$ cat src/sv/assert_macros.svh
// Assertion helpers for the RTL. The clock is clk and the reset is arst_n in every user.
`ifndef ASSERT_MACROS_SVH
`define ASSERT_MACROS_SVH

// Same-cycle implication, checked outside reset.
`define ASSERT_IMPLIES(lbl, ante, cons, msg) \
	lbl: assert property (@(posedge clk) disable iff (!arst_n) (ante) |-> (cons)) \
		else $error(msg);

// Next-cycle implication, checked outside reset.
`define ASSERT_NEXT(lbl, ante, cons, msg) \
	lbl: assert property (@(posedge clk) disable iff (!arst_n) (ante) |=> (cons)) \
		else $error(msg);

`endif

$ cat src/sv/tfs_pkg.sv
package tfs_pkg;

	localparam logic [7:0] CHAR_CR    = 8'h0D;
	localparam logic [7:0] CHAR_LF    = 8'h0A;
	localparam logic [7:0] CHAR_QUOTE = 8'h22;
	localparam logic [7:0] CHAR_COMMA = 8'h2C;
	localparam logic [7:0] SEP_RESET  = 8'h09;

	// Parser states. The two unused codes behave as line start.
	typedef enum logic [2:0] {
		ST_LINE     = 3'd0,
		ST_AFTER_CR = 3'd1,
		ST_FIELD    = 3'd2,
		ST_PLAIN    = 3'd3,
		ST_QUOTED   = 3'd4,
		ST_QSEEN    = 3'd5
	} parse_state_t;

	typedef enum logic [1:0] {
		K_DATA       = 2'd0,
		K_FIELD_END  = 2'd1,
		K_RECORD_END = 2'd2,
		K_EMPTY      = 2'd3
	} kind_t;

	typedef struct packed {
		logic [7:0] in_byte;
		logic       end_of_input;
	} in_item_t;

	typedef struct packed {
		logic [7:0] out_byte;
		kind_t      kind;
	} res_t;

	// Parser verdict for the item in the input register.
	typedef struct packed {
		logic emit;
		res_t res;
	} parse_out_t;

endpackage

$ cat src/sv/tfs_in_reg.sv
module tfs_in_reg
	import tfs_pkg::*;
(
	input  logic       clk,
	input  logic       arst_n,
	input  logic       s_axis_tvalid,
	output logic       s_axis_tready,
	input  logic [7:0] s_axis_tdata,
	input  logic       s_axis_tuser,
	input  logic       advance,
	output logic       item_valid,
	output in_item_t   item
);

	logic     valid_s1;
	in_item_t item_s1;
	logic     load;

	// The slot frees up in the same cycle its item moves on.
	assign s_axis_tready = !valid_s1 || advance;
	assign load          = s_axis_tvalid && s_axis_tready;

	always_ff @(posedge clk or negedge arst_n) begin
		if (!arst_n) begin
			valid_s1 <= 1'b0;
		end else if (load) begin
			valid_s1 <= 1'b1;
		end else if (advance) begin
			valid_s1 <= 1'b0;
		end
	end

	always_ff @(posedge clk) begin
		if (load) begin
			item_s1.in_byte      <= s_axis_tdata;
			item_s1.end_of_input <= s_axis_tuser;
		end
	end

	assign item_valid = valid_s1;
	assign item       = item_s1;

endmodule

$ cat src/sv/tfs_parser.sv
module tfs_parser
	import tfs_pkg::*;
(
	input  logic       clk,
	input  logic       arst_n,
	input  logic       cfg_we,
	input  logic [7:0] cfg_wdata,
	input  in_item_t   item,
	input  logic       advance,
	output parse_out_t pout
);

	parse_state_t state_q;
	parse_state_t state_nxt;
	parse_state_t eff_state;
	logic [7:0]   separator_q;
	logic [7:0]   b;
	logic         line_start;
	logic         is_sep;

	always_ff @(posedge clk or negedge arst_n) begin
		if (!arst_n) begin
			separator_q <= SEP_RESET;
		end else if (cfg_we) begin
			separator_q <= cfg_wdata;
		end
	end

	always_ff @(posedge clk or negedge arst_n) begin
		if (!arst_n) begin
			state_q <= ST_LINE;
		end else if (advance) begin
			state_q <= state_nxt;
		end
	end

	assign b      = item.in_byte;
	assign is_sep = (b == separator_q);

	always_comb begin
		case (state_q)
			ST_FIELD, ST_PLAIN, ST_QUOTED, ST_QSEEN: line_start = 1'b0;
			default:                                 line_start = 1'b1;
		endcase
	end

	always_comb begin
		state_nxt         = state_q;
		pout.emit         = 1'b0;
		pout.res.out_byte = 8'h00;
		pout.res.kind     = K_DATA;
		eff_state         = line_start ? ST_FIELD : state_q;

		if (item.end_of_input) begin
			state_nxt     = ST_LINE;
			pout.emit     = !line_start;
			pout.res.kind = K_RECORD_END;
		end else if (state_q == ST_AFTER_CR && b == CHAR_LF) begin
			// Second half of a CR LF pair.
			state_nxt = ST_LINE;
		end else if (b == CHAR_CR || b == CHAR_LF) begin
			// Line ends win over the separator.
			state_nxt     = (b == CHAR_CR) ? ST_AFTER_CR : ST_LINE;
			pout.emit     = 1'b1;
			pout.res.kind = line_start ? K_EMPTY : K_RECORD_END;
		end else begin
			case (eff_state)
				ST_FIELD: begin
					if (b == CHAR_QUOTE || b == CHAR_COMMA) begin
						state_nxt = ST_QUOTED;
					end else if (is_sep) begin
						state_nxt     = ST_FIELD;
						pout.emit     = 1'b1;
						pout.res.kind = K_FIELD_END;
					end else begin
						state_nxt         = ST_PLAIN;
						pout.emit         = 1'b1;
						pout.res.out_byte = b;
					end
				end
				ST_QUOTED: begin
					if (b == CHAR_QUOTE) begin
						state_nxt = ST_QSEEN;
					end else begin
						state_nxt         = ST_QUOTED;
						pout.emit         = 1'b1;
						pout.res.out_byte = b;
					end
				end
				ST_QSEEN: begin
					if (b == CHAR_QUOTE) begin
						// Doubled quote stands for one literal quote.
						state_nxt         = ST_QUOTED;
						pout.emit         = 1'b1;
						pout.res.out_byte = b;
					end else if (is_sep) begin
						state_nxt     = ST_FIELD;
						pout.emit     = 1'b1;
						pout.res.kind = K_FIELD_END;
					end else begin
						state_nxt         = ST_PLAIN;
						pout.emit         = 1'b1;
						pout.res.out_byte = b;
					end
				end
				default: begin
					if (is_sep) begin
						state_nxt     = ST_FIELD;
						pout.emit     = 1'b1;
						pout.res.kind = K_FIELD_END;
					end else begin
						state_nxt         = ST_PLAIN;
						pout.emit         = 1'b1;
						pout.res.out_byte = b;
					end
				end
			endcase
		end
	end

endmodule

$ cat src/sv/tfs_out_reg.sv
module tfs_out_reg
	import tfs_pkg::*;
(
	input  logic       clk,
	input  logic       arst_n,
	input  logic       load,
	input  res_t       res,
	output logic       can_load,
	output logic       m_axis_tvalid,
	input  logic       m_axis_tready,
	output logic [7:0] m_axis_tdata,
	output logic [1:0] m_axis_tuser
);

	logic valid_s2;
	res_t res_s2;

	assign can_load = !valid_s2 || m_axis_tready;

	always_ff @(posedge clk or negedge arst_n) begin
		if (!arst_n) begin
			valid_s2 <= 1'b0;
		end else if (load) begin
			valid_s2 <= 1'b1;
		end else if (m_axis_tready) begin
			valid_s2 <= 1'b0;
		end
	end

	always_ff @(posedge clk) begin
		if (load) begin
			res_s2 <= res;
		end
	end

	assign m_axis_tvalid = valid_s2;
	assign m_axis_tdata  = res_s2.out_byte;
	assign m_axis_tuser  = res_s2.kind;

endmodule

$ cat src/sv/tsv_field_splitter.sv
// Channel       Direction  tdata (low bit up)   tuser (low bit up)
// s_axis        in         in_byte [7:0]        end_of_input [0]
// m_axis        out        out_byte [7:0]       kind [1:0]
// cfg_we/wdata  in         separator [7:0]      -
//
// Each item waits in the input register and then its result moves to the result register, so
// a result shows on m_axis from the result register, after its item has left the input
// register; one item per cycle is sustained while m_axis_tready stays high, set by the
// single-step parser state update between those two registers.
// Reset (arst_n low) empties both registers, returns the parser to line start and loads
// the separator with tab. A stalled m_axis holds its result; the input register still takes
// one more item, after which s_axis_tready follows m_axis_tready.
`include "assert_macros.svh"

module tsv_field_splitter
	import tfs_pkg::*;
(
	input  logic       clk,
	input  logic       arst_n,
	// Separator register write.
	input  logic       cfg_we,
	input  logic [7:0] cfg_wdata,
	// Input items.
	input  logic       s_axis_tvalid,
	output logic       s_axis_tready,
	input  logic [7:0] s_axis_tdata,   // [7:0] in_byte
	input  logic       s_axis_tuser,   // [0] end_of_input
	// Result items.
	output logic       m_axis_tvalid,
	input  logic       m_axis_tready,
	output logic [7:0] m_axis_tdata,   // [7:0] out_byte
	output logic [1:0] m_axis_tuser    // [1:0] kind
);

	logic       item_valid;
	in_item_t   item;
	logic       can_load;
	logic       advance;
	logic       out_load;
	parse_out_t pout;

	// The held item is parsed once the result register has room for whatever it produces.
	// Items that produce nothing (swallowed LF, opening quote) move on just the same.
	assign advance  = item_valid && can_load;
	assign out_load = advance && pout.emit;

	tfs_in_reg u_in_reg (
		.clk           (clk),
		.arst_n        (arst_n),
		.s_axis_tvalid (s_axis_tvalid),
		.s_axis_tready (s_axis_tready),
		.s_axis_tdata  (s_axis_tdata),
		.s_axis_tuser  (s_axis_tuser),
		.advance       (advance),
		.item_valid    (item_valid),
		.item          (item)
	);

	// The parser state only steps when an item actually leaves the input register.
	tfs_parser u_parser (
		.clk       (clk),
		.arst_n    (arst_n),
		.cfg_we    (cfg_we),
		.cfg_wdata (cfg_wdata),
		.item      (item),
		.advance   (advance),
		.pout      (pout)
	);

	tfs_out_reg u_out_reg (
		.clk           (clk),
		.arst_n        (arst_n),
		.load          (out_load),
		.res           (pout.res),
		.can_load      (can_load),
		.m_axis_tvalid (m_axis_tvalid),
		.m_axis_tready (m_axis_tready),
		.m_axis_tdata  (m_axis_tdata),
		.m_axis_tuser  (m_axis_tuser)
	);

	// Marker results never carry a byte.
	`ASSERT_IMPLIES(a_marker_zero, m_axis_tvalid && (m_axis_tuser != K_DATA), m_axis_tdata == 8'h00, "marker result with nonzero byte")
	// A new item is only taken into a free or draining input register.
	`ASSERT_IMPLIES(a_in_slot_free, s_axis_tvalid && s_axis_tready, !item_valid || advance, "input register overrun")
	// A result is never written over one still waiting downstream.
	`ASSERT_IMPLIES(a_out_no_overwrite, out_load, !m_axis_tvalid || m_axis_tready, "result register overrun")
	// A stalled item in the input register stays there.
	`ASSERT_NEXT(a_hold_item, item_valid && !can_load, item_valid, "input item lost while stalled")

endmodule
$ cat config.mk
export PLATFORM = sky130hd
export DESIGN_NAME = tsv_field_splitter
export DESIGN_NICKNAME = d
export VERILOG_FILES = /design/src/sv/tfs_pkg.sv /design/src/sv/tfs_in_reg.sv /design/src/sv/tfs_parser.sv /design/src/sv/tfs_out_reg.sv /design/src/sv/tsv_field_splitter.sv
export VERILOG_INCLUDE_DIRS = /design/src /design/src/sv
export SDC_FILE = /design/constraint.sdc
export NUM_CORES = 1
export LEC_CHECK = 0
export BUFFER_PORTS_ARGS = -buffer_cell sky130_fd_sc_hd__buf_2
export CAP_MARGIN = 20
export CORE_UTILIZATION = 48
export DETAILED_ROUTE_END_ITERATION = 8
export GPL_TIMING_DRIVEN = 0
export HOLD_SLACK_MARGIN = 0.06
export PLACE_DENSITY = 0.71
export SLEW_MARGIN = 15
export SYNTH_ARGS = -nofsm -noshare
export SYNTH_HDL_FRONTEND = slang
export SYNTH_SLANG_ARGS = --single-unit
$ cat constraint.sdc
create_clock -name clk -period 2.34 [get_ports clk]
set_input_delay 0.117 -clock clk [delete_from_list [all_inputs] [get_ports clk]]
set_output_delay 0.117 -clock clk [all_outputs]
set_load 0.01 [all_outputs]
==> out/metrics.cfg <==
[floorplan]
ios=34
die_h_um=59.6
core.rowCount=20
core_um2=3100
die_w_um=59.6
dieArea_um2=3550
initial_core_util=0.513

[finish]
synthToLayoutAreaGrowth_pct=35.3
fillers=247
drive_gt1_frac=0.361
design_area_um2=2150
finalNetCount=212
antenna_cells=0

[timing]
slew_violations=0
skew_ps=12.5
finalHoldViolations=0
period_needed_ps=2260
finalSetupTns_ps=0
maxSlewHeadroom=0.305
tightest_slew_ps=1030
max_freq_ghz=0.443
period_share=0.964
setup_viol=0

[grt]
grt_antenna_before_repair=0
grt_start_max_net_pins=14
globalRouteTotalUtil=0.218
grt_pass1_wl_um=5440
grt_pass1_vias=1221
overflow=0

[yosys]
synth-async-reset-ratio=0.406
ys_seq_elements=32
synth_edf_count=19
synth_xor_area_frac=0.0550
synth_cell_types=45
synth_area_leaders=edfxtp_1, dfrtp_1, mux2_2, xor2_1, dfstp_2
synthSimpleGateAreaFrac=0.182
synth_top_family_by_area=simple AND/OR/NAND/NOR gates
synth_compound_area_frac=0.127
synth_area_um2=1590
yosys_warnings=0
synthMuxAreaShare=0.0566
yosysSeqAreaShare=0.564
netlist_instances=123
synth_adder_area_share=0
yosys.area.top_type_share=0.358
postSynthAreaPerCell_um2=12.9
yosysTopAreaCell=edfxtp_1
syn-num-nets=145
synth_flop_cell=edfxtp_1

[clock_network]
cts.sinks=32
clkTransAtPathRegs_ps=100
clock_latency_ps=340
cts_tree=done
numCtsBuffers=5
cts_max_level=2
root_buffer=clkbuf_4
clk_path_buf_depth=2

[critical_path]
crit_path_end=u_out_reg.m_axis_tuser[1]$_SDFFCE_PP1P_
cp_top_family=simple AND/OR/NAND/NOR gates
path_max_fanout=5
slowest_stage=or4b_4
crit_path_start=u_in_reg.item[3]$_DFFE_PP_
rrSetupSlack_ps=80
rr_startpoint=u_in_reg.item[3]$_DFFE_PP_
path_buf_inv=1
arrival_ps=2310
r2r_cells=6
end_kind=register
crit_path_max_incr_delay_ps=540
path_cells=or3b_4 -> or4b_4 -> a22o_1 -> a22oi_2 -> buf_4 -> o21ai_4
path_class=reg2reg
cp-start-kind=register
timing.rr.end=u_out_reg.m_axis_tuser[1]$_SDFFCE_PP1P_
crit_cells=6
worst-endpoint-required_ps=2400

[run_status]
status=finished, final reports clean

[drt]
remaining_drc_errors=0
ant_nets=0
drt_iter0_drc=41
wl_um=3290
first_pass_iters=4
wl_per_cell_um=14.0
viasPerCell=5.28
via_count=1240

[place]
dpl_cell_area_um2=1810
place.port_buffers=32
gp_congestion=0.814
dp_hpwl_um=2270

[job]
maxCapViolations=0

[power_and_ir_drop]
p_leak_nw=0.880
ir_drop_mv=0.442
power_density_nw_per_um2=627

[hold_path]
hold_class=in2async

-- logic make-up (layout without fill, tap and decap cells) --
| group | Yosys count | after routing |
|---|---|---|
| AO/OA/AOI/OAI | 23 | 24 |
| XOR/XNOR | 10 | 10 |
| buffers and inverters | 6 | 73 |
| flip-flops | 32 | 32 |
| multiplexers | 8 | 8 |
| AND/OR/NAND/NOR | 44 | 44 |
-- per-stage QoR --
stage | total power [mW] | hold WS, ps | util | setup slack [ps] | std cells
2_1_floorplan | 0.874 | -179 | - | 19.5 | 123
5_1_grt | 1.42 | 233 | 0.694 | -15.7 | 235
3_3_place_gp | 0.948 | 16.5 | 0.583 | -138 | 199
3_5_place_dp | 0.957 | 33.6 | 0.583 | -152 | 199
4_1_cts | 1.34 | 206 | 0.682 | 21.8 | 231
6_report | 1.35 | 195 | 0.694 | 84.3 | 235
-- sequential cells by signal, summed over array words and instances, names as in the netlist --
register	cells
u_out_reg.m_axis_tdata	8
u_out_reg.m_axis_tuser	2
u_out_reg.m_axis_tvalid	1
u_parser.state_q	3
u_in_reg.item_valid	1
u_in_reg.item	9
u_parser.separator_q	8
-- cell usage after synthesis (2+ instances only) --
| cell type | instances |
|---|---|
| edfxtp_1 | 19 |
| dfrtp_1 | 11 |
| xor2_1 | 10 |
| mux2_2 | 8 |
| nand2_1 | 7 |
| nor3b_1 | 6 |
| nor2b_1 | 5 |
| inv_1 | 4 |
| nor2_1 | 4 |
| a32o_1 | 3 |
| or3_1 | 3 |
| a21oi_1 | 2 |
| a22o_1 | 2 |
| dfstp_2 | 2 |
| nand2b_1 | 2 |
| nor3_1 | 2 |
| nor3b_2 | 2 |
| nor4_1 | 2 |
| o21ai_1 | 2 |
| or2b_1 | 2 |
-- where the power goes --
| part | internal (mW) | total [mW] | leakage [nW] | switching [mW] |
|---|---|---|---|---|
| registers | 0.673 | 0.722 | 0.337 | 0.0489 |
| clock network | 0.177 | 0.353 | 0.0386 | 0.176 |
| logic | 0.141 | 0.276 | 0.505 | 0.135 |
| total | 0.991 | 1.35 | 0.880 | 0.360 |
-- timing repair --
item	CTS	global route
hold buffers	20	0
pin swaps	1	2
endpoints found under the hold margin	32	0
resized for setup	1	1
cloned	0	1
setup buffers	4	3
endpoints found under the setup margin	10	16
-- layout by cell type (no fill, tap or decap), types with 2 or more instances in the layout --
master	synthesis	routed
a21oi_1	2	2
or2b_1	2	2
nor2_1	4	4
a22o_1	2	2
clkbuf_8	0	2
nand2b_1	2	2
dlygate4sd3_1	0	20
clkbuf_1	1	2
nor2b_1	5	5
or3_1	3	3
buf_4	0	7
nor3b_2	2	2
nand2_1	7	7
nor3b_1	6	6
xor2_1	10	10
clkbuf_4	0	5
a32o_1	3	3
edfxtp_1	19	19
mux2_2	8	8
inv_1	4	4
dfstp_2	2	2
buf_2	1	33
dfrtp_1	11	11
nor4_1	2	2
-- how the worst min path moves through the flow --
stage	endpoint	slack (ps)	depth (start not counted)
after floorplan	u_in_reg.item_valid$_DFFE_PN0P_	-180	0
after global placement	u_parser.state_q[2]$_DFFE_PN0P_	20	1
after detailed placement	u_parser.state_q[2]$_DFFE_PN0P_	30	1
after CTS	u_parser.separator_q[7]$_DFFE_PN0P_	210	2
after global routing	u_parser.separator_q[5]$_DFFE_PN0P_	230	2
final	u_parser.separator_q[7]$_DFFE_PN0P_	190	2
-- area by class of cell --
| cell class | instances | area (um^2) | area share |
|---|---|---|---|
| plain buffers | 2 | 8.76 | 0.00407 |
| repair buffers | 59 | 413 | 0.192 |
| inverters | 4 | 15.0 | 0.00697 |
| well taps | 44 | 55.1 | 0.0256 |
| flip-flops and latches | 32 | 898 | 0.417 |
| multi-input cells | 86 | 694 | 0.322 |
| clock buffers | 8 | 68.8 | 0.0320 |
-- metal layers --
layer / GRT usage / vias up / part of all wire
li1: - / 597 / -
met2: 0.371 / 54 / 0.51
met1: 0.260 / 582 / 0.42
met3: 0.0459 / 7 / 0.049
met5: 0 / - / 0
met4: 0.110 / 0 / 0.020
(Power assumes the default switching activity.)
